`src/sv/lds_pkg.sv`:
```
package lds_pkg;

   localparam int MAX_REQUESTS_DEF = 16;
   localparam int CYL_W            = 16;
   localparam int TOTAL_W          = 22;
   localparam int CSR_IDX_W        = 1;

   localparam logic [CSR_IDX_W-1:0] CSR_START_HEAD = 1'b0;
   localparam logic [CSR_IDX_W-1:0] CSR_SWEEP_UP   = 1'b1;

   typedef struct packed {
      logic [CYL_W-1:0] request_cylinder;
      logic             batch_end;
   } req_type;

   typedef struct packed {
      logic [CYL_W-1:0]   served_cylinder;
      logic [CYL_W-1:0]   step_seek;
      logic [TOTAL_W-1:0] total_seek;
      logic               final_result;
   } rsp_type;

endpackage

```
`src/sv/lds_ram.sv`:
```
module lds_ram #(
   parameter int WIDTH = 16,
   parameter int DEPTH = 16,
   localparam int AW   = (DEPTH > 1) ? $clog2(DEPTH) : 1
) (
   input  logic             clock,
   input  logic             wr_en,
   input  logic [AW-1:0]    wr_addr,
   input  logic [WIDTH-1:0] wr_data,
   input  logic             rd_en,
   input  logic [AW-1:0]    rd_addr,
   output logic [WIDTH-1:0] rd_data
);

   logic [WIDTH-1:0] mem [DEPTH];
   logic [WIDTH-1:0] rd_data_ff;

   always_ff @(posedge clock) begin
      if (wr_en) begin
         mem[wr_addr] <= wr_data;
      end
      if (rd_en) begin
         rd_data_ff <= mem[rd_addr];
      end
   end

   assign rd_data = rd_data_ff;

endmodule

```
`src/sv/look_disk_scheduler_top.sv`:
```
// Channel   Ports                                 Direction  Handshake
// request   start, busy, req_data                 in         start & !busy
// result    rsp_valid, rsp_data                   out        rsp_valid, one cycle
// csr       csr_valid, csr_ready, csr_index,      in         csr_valid & csr_ready
//           csr_wdata
//
// A request that does not end a batch is stored in the request RAM while it has room. The
// end of a batch of n > 1 requests starts an in-place exchange sort on the request RAM
// through its single read port, then a scan for the split, and then each result is read
// from the RAM and put out in turn. Synchronous reset clears control state only; the
// RAM holds no reset. Results cannot be held off and leave the cycle they appear.
module look_disk_scheduler_top
   import lds_pkg::*;
#(
   parameter int MAX_REQUESTS = MAX_REQUESTS_DEF
) (
   input  logic                 clock,
   input  logic                 reset,
   input  logic                 start,
   output logic                 busy,
   input  req_type              req_data,
   output logic                 rsp_valid,
   output rsp_type              rsp_data,
   input  logic                 csr_valid,
   output logic                 csr_ready,
   input  logic [CSR_IDX_W-1:0] csr_index,
   input  logic [CYL_W-1:0]     csr_wdata
);

   localparam int CW = $clog2(MAX_REQUESTS + 1);
   localparam int AW = (MAX_REQUESTS > 1) ? $clog2(MAX_REQUESTS) : 1;

   typedef enum logic [3:0] {
      S_IDLE,
      S_SORT_A,
      S_SORT_B0,
      S_SORT_B,
      S_SORT_WA,
      S_FIND_RD,
      S_FIND_CMP,
      S_EMIT_RD,
      S_EMIT_OUT
   } state_type;

   state_type          state_ff, state_in;
   logic [CW-1:0]      count_ff, count_in;
   logic [CW-1:0]      n_ff, n_in;
   logic [CW-1:0]      a_ff, a_in;
   logic [CW-1:0]      b_ff, b_in;
   logic [CW-1:0]      k_ff, k_in;
   logic [CW-1:0]      split_ff, split_in;
   logic [CYL_W-1:0]   cur_ff, cur_in;
   logic [CYL_W-1:0]   head_ff, head_in;
   logic [TOTAL_W-1:0] total_ff, total_in;
   logic               up_ff, up_in;
   logic [CYL_W-1:0]   start_head_ff;
   logic               sweep_up_ff;
   logic               rsp_valid_ff, rsp_valid_in;
   rsp_type            rsp_ff, rsp_in;

   logic               wr_en;
   logic [AW-1:0]      wr_addr;
   logic [CYL_W-1:0]   wr_data;
   logic               rd_en;
   logic [AW-1:0]      rd_addr;
   logic [CYL_W-1:0]   rd_data;

   logic [CW-1:0]      cnt_new;
   logic [CW-1:0]      emit_idx;
   logic [CYL_W-1:0]   step;

   lds_ram #(
      .WIDTH (CYL_W),
      .DEPTH (MAX_REQUESTS)
   ) u_store (
      .clock   (clock),
      .wr_en   (wr_en),
      .wr_addr (wr_addr),
      .wr_data (wr_data),
      .rd_en   (rd_en),
      .rd_addr (rd_addr),
      .rd_data (rd_data)
   );

   assign busy      = (state_ff != S_IDLE);
   assign csr_ready = 1'b1;
   assign rsp_valid = rsp_valid_ff;
   assign rsp_data  = rsp_ff;

   always_comb begin
      if (up_ff) begin
         if (k_ff < n_ff - split_ff) begin
            emit_idx = split_ff + k_ff;
         end else begin
            emit_idx = n_ff - CW'(1) - k_ff;
         end
      end else begin
         if (k_ff < split_ff) begin
            emit_idx = split_ff - CW'(1) - k_ff;
         end else begin
            emit_idx = k_ff;
         end
      end
      step = (rd_data >= head_ff) ? (rd_data - head_ff) : (head_ff - rd_data);
   end

   always_comb begin
      state_in     = state_ff;
      count_in     = count_ff;
      n_in         = n_ff;
      a_in         = a_ff;
      b_in         = b_ff;
      k_in         = k_ff;
      split_in     = split_ff;
      cur_in       = cur_ff;
      head_in      = head_ff;
      total_in     = total_ff;
      up_in        = up_ff;
      rsp_valid_in = 1'b0;
      rsp_in       = rsp_ff;
      wr_en        = 1'b0;
      wr_addr      = '0;
      wr_data      = cur_ff;
      rd_en        = 1'b0;
      rd_addr      = '0;
      cnt_new      = count_ff;

      unique case (state_ff)
         S_IDLE: begin
            if (start) begin
               if (count_ff < CW'(MAX_REQUESTS)) begin
                  wr_en   = 1'b1;
                  wr_addr = count_ff[AW-1:0];
                  wr_data = req_data.request_cylinder;
                  cnt_new = count_ff + CW'(1);
               end
               count_in = cnt_new;
               if (req_data.batch_end) begin
                  n_in    = cnt_new;
                  head_in = start_head_ff;
                  up_in   = sweep_up_ff;
                  a_in    = '0;
                  k_in    = '0;
                  state_in = (cnt_new == CW'(1)) ? S_FIND_RD : S_SORT_A;
               end
            end
         end
         S_SORT_A: begin
            rd_en    = 1'b1;
            rd_addr  = a_ff[AW-1:0];
            b_in     = a_ff + CW'(1);
            state_in = S_SORT_B0;
         end
         S_SORT_B0: begin
            cur_in   = rd_data;
            rd_en    = 1'b1;
            rd_addr  = b_ff[AW-1:0];
            state_in = S_SORT_B;
         end
         S_SORT_B: begin
            if (rd_data < cur_ff) begin
               wr_en   = 1'b1;
               wr_addr = b_ff[AW-1:0];
               wr_data = cur_ff;
               cur_in  = rd_data;
            end
            if (b_ff == n_ff - CW'(1)) begin
               state_in = S_SORT_WA;
            end else begin
               b_in    = b_ff + CW'(1);
               rd_en   = 1'b1;
               rd_addr = b_in[AW-1:0];
            end
         end
         S_SORT_WA: begin
            wr_en   = 1'b1;
            wr_addr = a_ff[AW-1:0];
            wr_data = cur_ff;
            if (a_ff + CW'(2) == n_ff) begin
               k_in     = '0;
               state_in = S_FIND_RD;
            end else begin
               a_in     = a_ff + CW'(1);
               state_in = S_SORT_A;
            end
         end
         S_FIND_RD: begin
            rd_en    = 1'b1;
            rd_addr  = k_ff[AW-1:0];
            state_in = S_FIND_CMP;
         end
         S_FIND_CMP: begin
            if (rd_data >= head_ff) begin
               split_in = k_ff;
               k_in     = '0;
               total_in = '0;
               state_in = S_EMIT_RD;
            end else if (k_ff == n_ff - CW'(1)) begin
               split_in = n_ff;
               k_in     = '0;
               total_in = '0;
               state_in = S_EMIT_RD;
            end else begin
               k_in     = k_ff + CW'(1);
               state_in = S_FIND_RD;
            end
         end
         S_EMIT_RD: begin
            rd_en    = 1'b1;
            rd_addr  = emit_idx[AW-1:0];
            state_in = S_EMIT_OUT;
         end
         S_EMIT_OUT: begin
            total_in               = total_ff + TOTAL_W'(step);
            head_in                = rd_data;
            rsp_valid_in           = 1'b1;
            rsp_in.served_cylinder = rd_data;
            rsp_in.step_seek       = step;
            rsp_in.total_seek      = total_in;
            rsp_in.final_result    = (k_ff == n_ff - CW'(1));
            if (k_ff == n_ff - CW'(1)) begin
               count_in = '0;
               state_in = S_IDLE;
            end else begin
               k_in     = k_ff + CW'(1);
               state_in = S_EMIT_RD;
            end
         end
         default: begin
            state_in = S_IDLE;
         end
      endcase
   end

   always_ff @(posedge clock) begin
      if (reset) begin
         state_ff      <= S_IDLE;
         count_ff      <= '0;
         rsp_valid_ff  <= 1'b0;
         start_head_ff <= '0;
         sweep_up_ff   <= 1'b1;
      end else begin
         state_ff     <= state_in;
         count_ff     <= count_in;
         rsp_valid_ff <= rsp_valid_in;
         if (csr_valid && csr_ready) begin
            unique case (csr_index)
               CSR_START_HEAD: start_head_ff <= csr_wdata;
               CSR_SWEEP_UP:   sweep_up_ff   <= csr_wdata[0];
               default: begin
               end
            endcase
         end
      end
      n_ff     <= n_in;
      a_ff     <= a_in;
      b_ff     <= b_in;
      k_ff     <= k_in;
      split_ff <= split_in;
      cur_ff   <= cur_in;
      head_ff  <= head_in;
      total_ff <= total_in;
      up_ff    <= up_in;
      rsp_ff   <= rsp_in;
   end

   a_count_bound: assert property (@(posedge clock) disable iff (reset)
      count_ff <= CW'(MAX_REQUESTS))
      else $error("request count beyond store depth");

   a_rsp_source: assert property (@(posedge clock) disable iff (reset)
      rsp_valid |-> $past(state_ff == S_EMIT_OUT))
      else $error("result strobe without an emit cycle");

   a_final_idle: assert property (@(posedge clock) disable iff (reset)
      rsp_valid && rsp_data.final_result |-> state_ff == S_IDLE && count_ff == '0)
      else $error("batch not closed on final result");

   a_sort_order: assert property (@(posedge clock) disable iff (reset)
      state_ff == S_SORT_B |-> b_ff > a_ff && b_ff < n_ff)
      else $error("sort inner index out of range");

endmodule

```
`config.mk`:
```
export PLATFORM = sky130hd
export DESIGN_NAME = look_disk_scheduler_top
export DESIGN_NICKNAME = d
export VERILOG_FILES = /design/src/sv/lds_pkg.sv /design/src/sv/lds_ram.sv /design/src/sv/look_disk_scheduler_top.sv
export SDC_FILE = /design/constraint.sdc
export NUM_CORES = 1
export LEC_CHECK = 0
export BUFFER_PORTS_ARGS = -buffer_cell sky130_fd_sc_hd__buf_2
export CORE_MARGIN = 2
export CORE_UTILIZATION = 57
export DETAILED_ROUTE_END_ITERATION = 7
export PLACE_DENSITY_LB_ADDON = 0.08
export SKIP_LAST_GASP = 1
export SLEW_MARGIN = 20
export SYNTH_ARGS = -nofsm -noshare
export SYNTH_HDL_FRONTEND = slang
export SYNTH_SLANG_ARGS = --single-unit
```
`constraint.sdc`:
```
create_clock -name clock -period 6.51 [get_ports clock]
set_input_delay 1.302 -clock clock [delete_from_list [all_inputs] [get_ports clock]]
set_output_delay 1.302 -clock clock [all_outputs]
set_load 0.05 [all_outputs]
```
# == Word-level counts from Yosys, hierarchy flattened ==
# Memory sizes are Yosys's and may differ from the RTL's. A register that Yosys moved wholly into a read port is not among the register bits.
# Cells that the tools add are included.
# totals
reg_bits,162
mem_bits_rw,256
inputBits,38
elab_cells,141
mem_count,1
# mem_list
memory,depth,word_bits,read_ports,rd_ports_with_merged_regs,wr,line_no,source
u_store.mem,16,16,1,1,1,lds_ram.sv:15,logic [WIDTH-1:0] mem [DEPTH];
# classes
add_sub_neg,14
order_cmp,5
n_eq_ne,22
n_mux,58
bitwise_logic,1
reduce_logical,22
# op_table
op,n
$mux 16,7
$mux 5,15
$pmux 16 s2,2
$mux 22,2
$pmux 22 s2,1
$mux 4,10
$pmux 4 s9,1
$sub 16x16->16,2
$pmux 5 s2,3
$add 22x16->22,1
$add 5x1->5 const B,4
$pmux 4 s5,1
$pmux 5 s4,1
$ne 2x2->1 const B,9
$eq 4x3->1 const B,4
$ge 16x16->1,1
$lt 16x16->1,1
$eq 5x5->1,3
$pmux 4 s3,1
$reduce_and 2->1,6
$reduce_and 3->1,4
$reduce_bool 2->1,6
$lt 5x5->1,2
$mux 3,3
22 further kinds,32

# == Logic depth before layout (Yosys ltp) ==
# logic_depth
depth_word,9
ltp_mapped,23

# == By module ==
# From an unflattened synthesis, not the netlist that was laid out.
# hier_totals
cells_unflattened,1441
area_unflattened_um2,20425.8
# by_module_without_submodules
module,instances,cells_per_inst,area_each_um2,seq_area_each_um2
look_disk_scheduler_top,1,1009,10223.6,4594.4
lds_ram,1,432,10202.3,8167.8

# == Least setup slack after synthesis ==
# OpenSTA, ideal clock, no wires.
# synth_path
path_kind,register -> register
startpoint,"register u_store.rd_data_ff[2], in the netlist u_store.rd_data[2], read port of u_store.mem"
endpoint,"register total_ff[18], data pin"
arrival_ps,4762
slack_ps,1487
stages_incl_launch_ff,23
n_path_buf,3
period_less_slack_ps,5023
cell_sequence,edfxtp_1 > inv_1 > ha_1 > nor2b_1 > o31ai_1 > a31oi_1 > o21ai_1 > buf_2 > buf_2 > clkbuf_1 > nand2_1 > o21ai_0 > inv_1 > fa_1 > nor2b_1 > o21ai_0 > a21boi_1 > nor4_1 > o41ai_1 > a31oi_1 > o21ai_1 > and3_1 > o21ai_0
# synth_via
elab_chain_cells,4
# synth_lines
item,line_no,source
start: declaration,lds_ram.sv:16,logic [WIDTH-1:0] rd_data_ff;
$ge 16x16->1,look_disk_scheduler_top.sv:104,step = (rd_data >= head_ff) ? (rd_data - head_ff) : (head_ff - rd_data);
$mux 16,look_disk_scheduler_top.sv:104,
via step[1],look_disk_scheduler_top.sv:70,logic [CYL_W-1:0] step;
$add 22x16->22,look_disk_scheduler_top.sv:214,total_in = total_ff + TOTAL_W'(step);
$pmux 22 s2,look_disk_scheduler_top.sv:128,unique case (state_ff)
end signal: assignment,look_disk_scheduler_top.sv:262,total_ff <= total_in;
end: declaration,look_disk_scheduler_top.sv:54,"logic [TOTAL_W-1:0] total_ff, total_in;"
# The timed path passes the listed nets, and every way through them passes these cells.
# A chain may end at the register's enable or synchronous reset.

# == Final worst setup path ==
# layout_path
startpoint,"register u_store.rd_data_ff[10], in the netlist u_store.rd_data[10], read port of u_store.mem"
endpoint,"register total_ff[18], data pin"
# Same word-level chain as after synthesis.

==> results.md <==
- Total die area: 37850 µm²
- Worst-Margin Slew: 1.097 ns
- Synth-to-Final Area Change: 12.28%
- Number of remaining DRC errors: 0
- Post-synthesis instance total: 1670
- Routability cong.: ~0.88
- Post-route fraction of the period consumed by the critical path: 87.65%
- Power per unit of standard cell area: between 500 and 600 nW/µm²
- DRC marker count from the first detailed-route iteration: 1150
- Clock Sink Count: around 430
- Area of placed instances: 21820 µm²
- Synth area leaders: sky130_fd_sc_hd__edfxtp_1 59%, sky130_fd_sc_hd__ha_1 5.4%, sky130_fd_sc_hd__nand2_1 4.8%, sky130_fd_sc_hd__mux2i_1 2.8%, sky130_fd_sc_hd__dfxtp_1 2.6%
- Filler instances: 2672
- Run status: finished, final reports clean
- Core region area: 35660 µm²
- Drt total wl: 48.63 mm
- Initial standard-cell utilization of the core: 58.04%
- CTS tree: done
- Reg2Reg Capture Point: total_ff[18]$_SDFFCE_PN0P_
- Register area share after synthesis: 61.66%
- Switching share of power: 39.44%
- Hold endpoint: start_head_ff[7]$_SDFFE_PP0P_
- Count of instances resized after the clock tree is built: 0
- Hold path depth: 2
- Worst hold slack: 0.4565 ns
- Pint: roughly 7.7 mW
- Via-to-Cell Ratio: slightly below 6
- Final-report max-slew violation count: 0
- Clock tree root buffer cell: sky130_fd_sc_hd__clkbuf_16
- Final hold vios: 0
- Critical path peak fanout: 13
- TNS Setup: 0 ns
- Final Cell Area: 23240 µm²
- Most frequent cell after synthesis: sky130_fd_sc_hd__edfxtp_1
- Global-route usage over all layers: between 20% and 30%
- CP max stage delay: 0.56 ns
- Non-filler instance count after layout: between 2000 and 2500
- Per-cell routed wire length: 21.38 µm
- Total instance count after detailed placement: 2194
- Endpoint class of the critical path: register
- Max-cap viol count: 0
- Maximum resistive drop on vdd: 0.0003366 V
- Number of CTS-inserted buffers: 46
- Critical path start-end classification: reg2reg
- Max Clock Skew: 0.02200 ns
- HPWL after DPL: 31.99 mm
- Number of distinct library cells after synthesis: 75
- Critical R2R Launch: u_store.rd_data[10]$_DFFE_PP_
- Cell accounting for the most synthesized area: sky130_fd_sc_hd__edfxtp_1
- Mapped cell area: 20700 µm²
- Sequential cell fraction of total power: 33.4%
- Critical path launch point type: register
- Count of TritonRoute iterations in the first routing pass: 5
- Worst Hold Class: reg2reg
- Worst EP arrival: 6.02 ns
- Static Leakage: ~8.6 nW
- Tightest slew margin relative to the limit: 26.78%
- Clk slew on worst S/H paths: 0.06 ns
- Vertical die dimension: between 150 and 200 µm
- Fin worst setup slack: about 0.8 ns
- Number of antenna violations at the first check in global routing: 0
- Max Buffers Root-to-Sink: 3
- Sequence of cells on the critical path: inv_1 > ha_1 > and4_1 > a211oi_1 > o31ai_1 > o21ai_2 > buf_4 > o21ai_0 > inv_1 > fa_1 > nor2b_1 > o21ai_0 > a21boi_1 > nor4_1 > o41ai_1 > a31oi_1 > o21ai_1 > and3_1 > o21ai_0
- Wire length of the first global-routing pass: 75.22 mm
- Deepest level of the CTS H-tree: 2
- Count of antenna-violating nets left after detailed routing: 0
- Net count of the finished layout: 1916
- FMAX: 175.3 MHz
- List of most frequent post-synthesis cells: 407 x sky130_fd_sc_hd__edfxtp_1, 262 x sky130_fd_sc_hd__nand2_1, 90 x sky130_fd_sc_hd__ha_1, 88 x sky130_fd_sc_hd__a21oi_1, 84 x sky130_fd_sc_hd__inv_1
- Number of antenna cells inserted: 0
- Via count: 13540
- Synthesized Nets: approximately 1800
- Number of storage elements in the synthesis netlist: 434
- Crit path top cell by count: sky130_fd_sc_hd__o21ai_0
- Count of final setup violators: 0
- Most used DFF post-synth: sky130_fd_sc_hd__edfxtp_1
- Switching power of the nets: 4.997 mW
- Total of hold buffers inserted after clock tree synthesis: 0
- Sum of overflow across all layers after global routing: 0
- Fraction of final layout cells with drive strength greater than 1: 14.18%
- Count of buffers inserted at the top-level ports: 94
- Design Power: 12.67 mW
- Slowest library cell on the worst path: sky130_fd_sc_hd__o41ai_1
- Number of placed I/O pins: 96
- YS warnings: 0
- Worst-case setup slack after placement: 0.9934 ns
- Number of enable-type register cells in the synthesized netlist: 407
- Post-synth ARST share: 0%
- Clk Latency, worst-skew pair: 0.59 ns
- Finished Core Util: 65.17%
- Number of standard-cell rows in the floorplan: roughly 70
- Post-CTS setup buffer count: 0
- Mean cell area of the mapped netlist: 12.39 µm²
- Depth of the worst register-to-register path: 19
- Largest net degree at the start of global routing: 68
- Share of Yosys cell area claimed by the top area cell type: 59.05%
- Combinational share of power: 47.2%
- Startpoint of the tightest hold check path: start_head_ff[7]$_SDFFE_PP0P_
- Die width: 194.6 µm
- Clock period minus worst slack: between 5 and 6 ns
- Setup slack of the worst register-to-register path: roughly 0.80 ns
- RSZ-0062 raised after global routing: false
- Number of global-route vias before repair: 13140
- Endpoint required time on the critical path: 6.83 ns
- Clock power frac: approximately a fifth
-- power by group through the flow --
| stage | Combinational [mW] | Clock, mW | Sequential (mW) |
|---|---|---|---|
| finish | 5.97 | 2.46 | 4.24 |
| global route | 6.59 | 2.60 | 4.28 |
| CTS | 5.93 | 2.50 | 4.23 |
| detailed placement | 5.88 | 0 | 4.29 |
| global placement | 5.78 | 0 | 4.27 |
| floorplan | 4.33 | 0 | 4.18 |
-- cells by family after synthesis --
family,Yosys count,synth area share (%)
muxes,67,3.295
adders and majority gates,97,6.118
AOI/OAI and AO/OA,335,11.25
xor gates and xnor gates,67,2.902
DFF,434,61.66
and+or+nand+nor,505,11.45
other,1,0.01812
buffers and inverters,164,3.301
-- routing by layer --
| layer | global-route usage [%] | vias up | routed length (µm) | part of all wire, % |
|---|---|---|---|---|
| met1 | 35.79 | 6632 | 21100 | 43 |
| met5 | 0 | - | 0 | 0 |
| li1 | - | 6383 | - | - |
| met2 | 43.18 | 437 | 23340 | 48 |
| met4 | 9.174 | 0 | 1382 | 2.8 |
| met3 | 2.828 | 87 | 2798 | 5.8 |
-- worst max-delay path: cells and delay by family, from the launching register on --
family                   cells  cell delay [ns]
flip-flops                   1             0.47
AO/OA/AOI/OAI               10             2.78
buffers and inverters        3             0.45
AND/OR/NAND/NOR              4             0.82
adder cells (fa/ha/maj)      2             0.92
-- cells in the final DEF (no fill, tap or decap), types with 11 or more instances in the layout --
cell type and count:
sky130_fd_sc_hd__clkbuf_1 11, sky130_fd_sc_hd__nor2_1 82, sky130_fd_sc_hd__a21oi_1 88, sky130_fd_sc_hd__xnor2_1 42, sky130_fd_sc_hd__nor2b_1 15, sky130_fd_sc_hd__nand2b_1 15, sky130_fd_sc_hd__nand2_1 261, sky130_fd_sc_hd__xor2_1 24
sky130_fd_sc_hd__inv_1 83, sky130_fd_sc_hd__buf_4 46, sky130_fd_sc_hd__and3_1 11, sky130_fd_sc_hd__nand3_1 20, sky130_fd_sc_hd__nor3_1 19, sky130_fd_sc_hd__o21ai_0 66, sky130_fd_sc_hd__buf_2 94, sky130_fd_sc_hd__and2_1 25
sky130_fd_sc_hd__ha_1 90, sky130_fd_sc_hd__a32oi_1 20, sky130_fd_sc_hd__a32o_1 48, sky130_fd_sc_hd__edfxtp_1 407, sky130_fd_sc_hd__mux2i_1 58, sky130_fd_sc_hd__a21o_1 24, sky130_fd_sc_hd__clkbuf_16 46, sky130_fd_sc_hd__dfxtp_1 27
-- flip-flops by register name, indices dropped and copies added, names as in the netlist --
signal and cells:
u_store.mem 256, rsp_data 55, total_ff 22, cur_ff 16, head_ff 16, start_head_ff 16, u_store.rd_data 16, a_ff 5
b_ff 5, count_ff 5, k_ff 5, n_ff 5, split_ff 5, state_ff 4, rsp_valid 1, sweep_up_ff 1
up_ff 1
-- layout make-up --
class / instances / area [µm²] / area share, %
Clock buffer: 63 / 1275 / 5.487
Clock inverter: 17 / 136.4 / 0.5869
Inverter: 84 / 315.3 / 1.357
Multi-Input combinational cell: 1072 / 7296 / 31.40
Sequential cell: 434 / 12760 / 54.92
Tap cell: 461 / 576.8 / 2.482
Timing Repair Buffer: 143 / 875.8 / 3.769
-- worst max path at each step --
stage,depth (start not counted),startpoint,endpoint
floorplan,22,u_store.rd_data[2]$_DFFE_PP_,total_ff[18]$_SDFFCE_PN0P_
global placement,19,u_store.rd_data[10]$_DFFE_PP_,total_ff[18]$_SDFFCE_PN0P_
detailed placement,19,u_store.rd_data[10]$_DFFE_PP_,rsp_data[21]$_DFFE_PP_
CTS,19,u_store.rd_data[10]$_DFFE_PP_,total_ff[18]$_SDFFCE_PN0P_
global route,19,u_store.rd_data[10]$_DFFE_PP_,total_ff[18]$_SDFFCE_PN0P_
finish,19,u_store.rd_data[10]$_DFFE_PP_,total_ff[18]$_SDFFCE_PN0P_
Note: power is estimated with default switching activity, not from simulation.
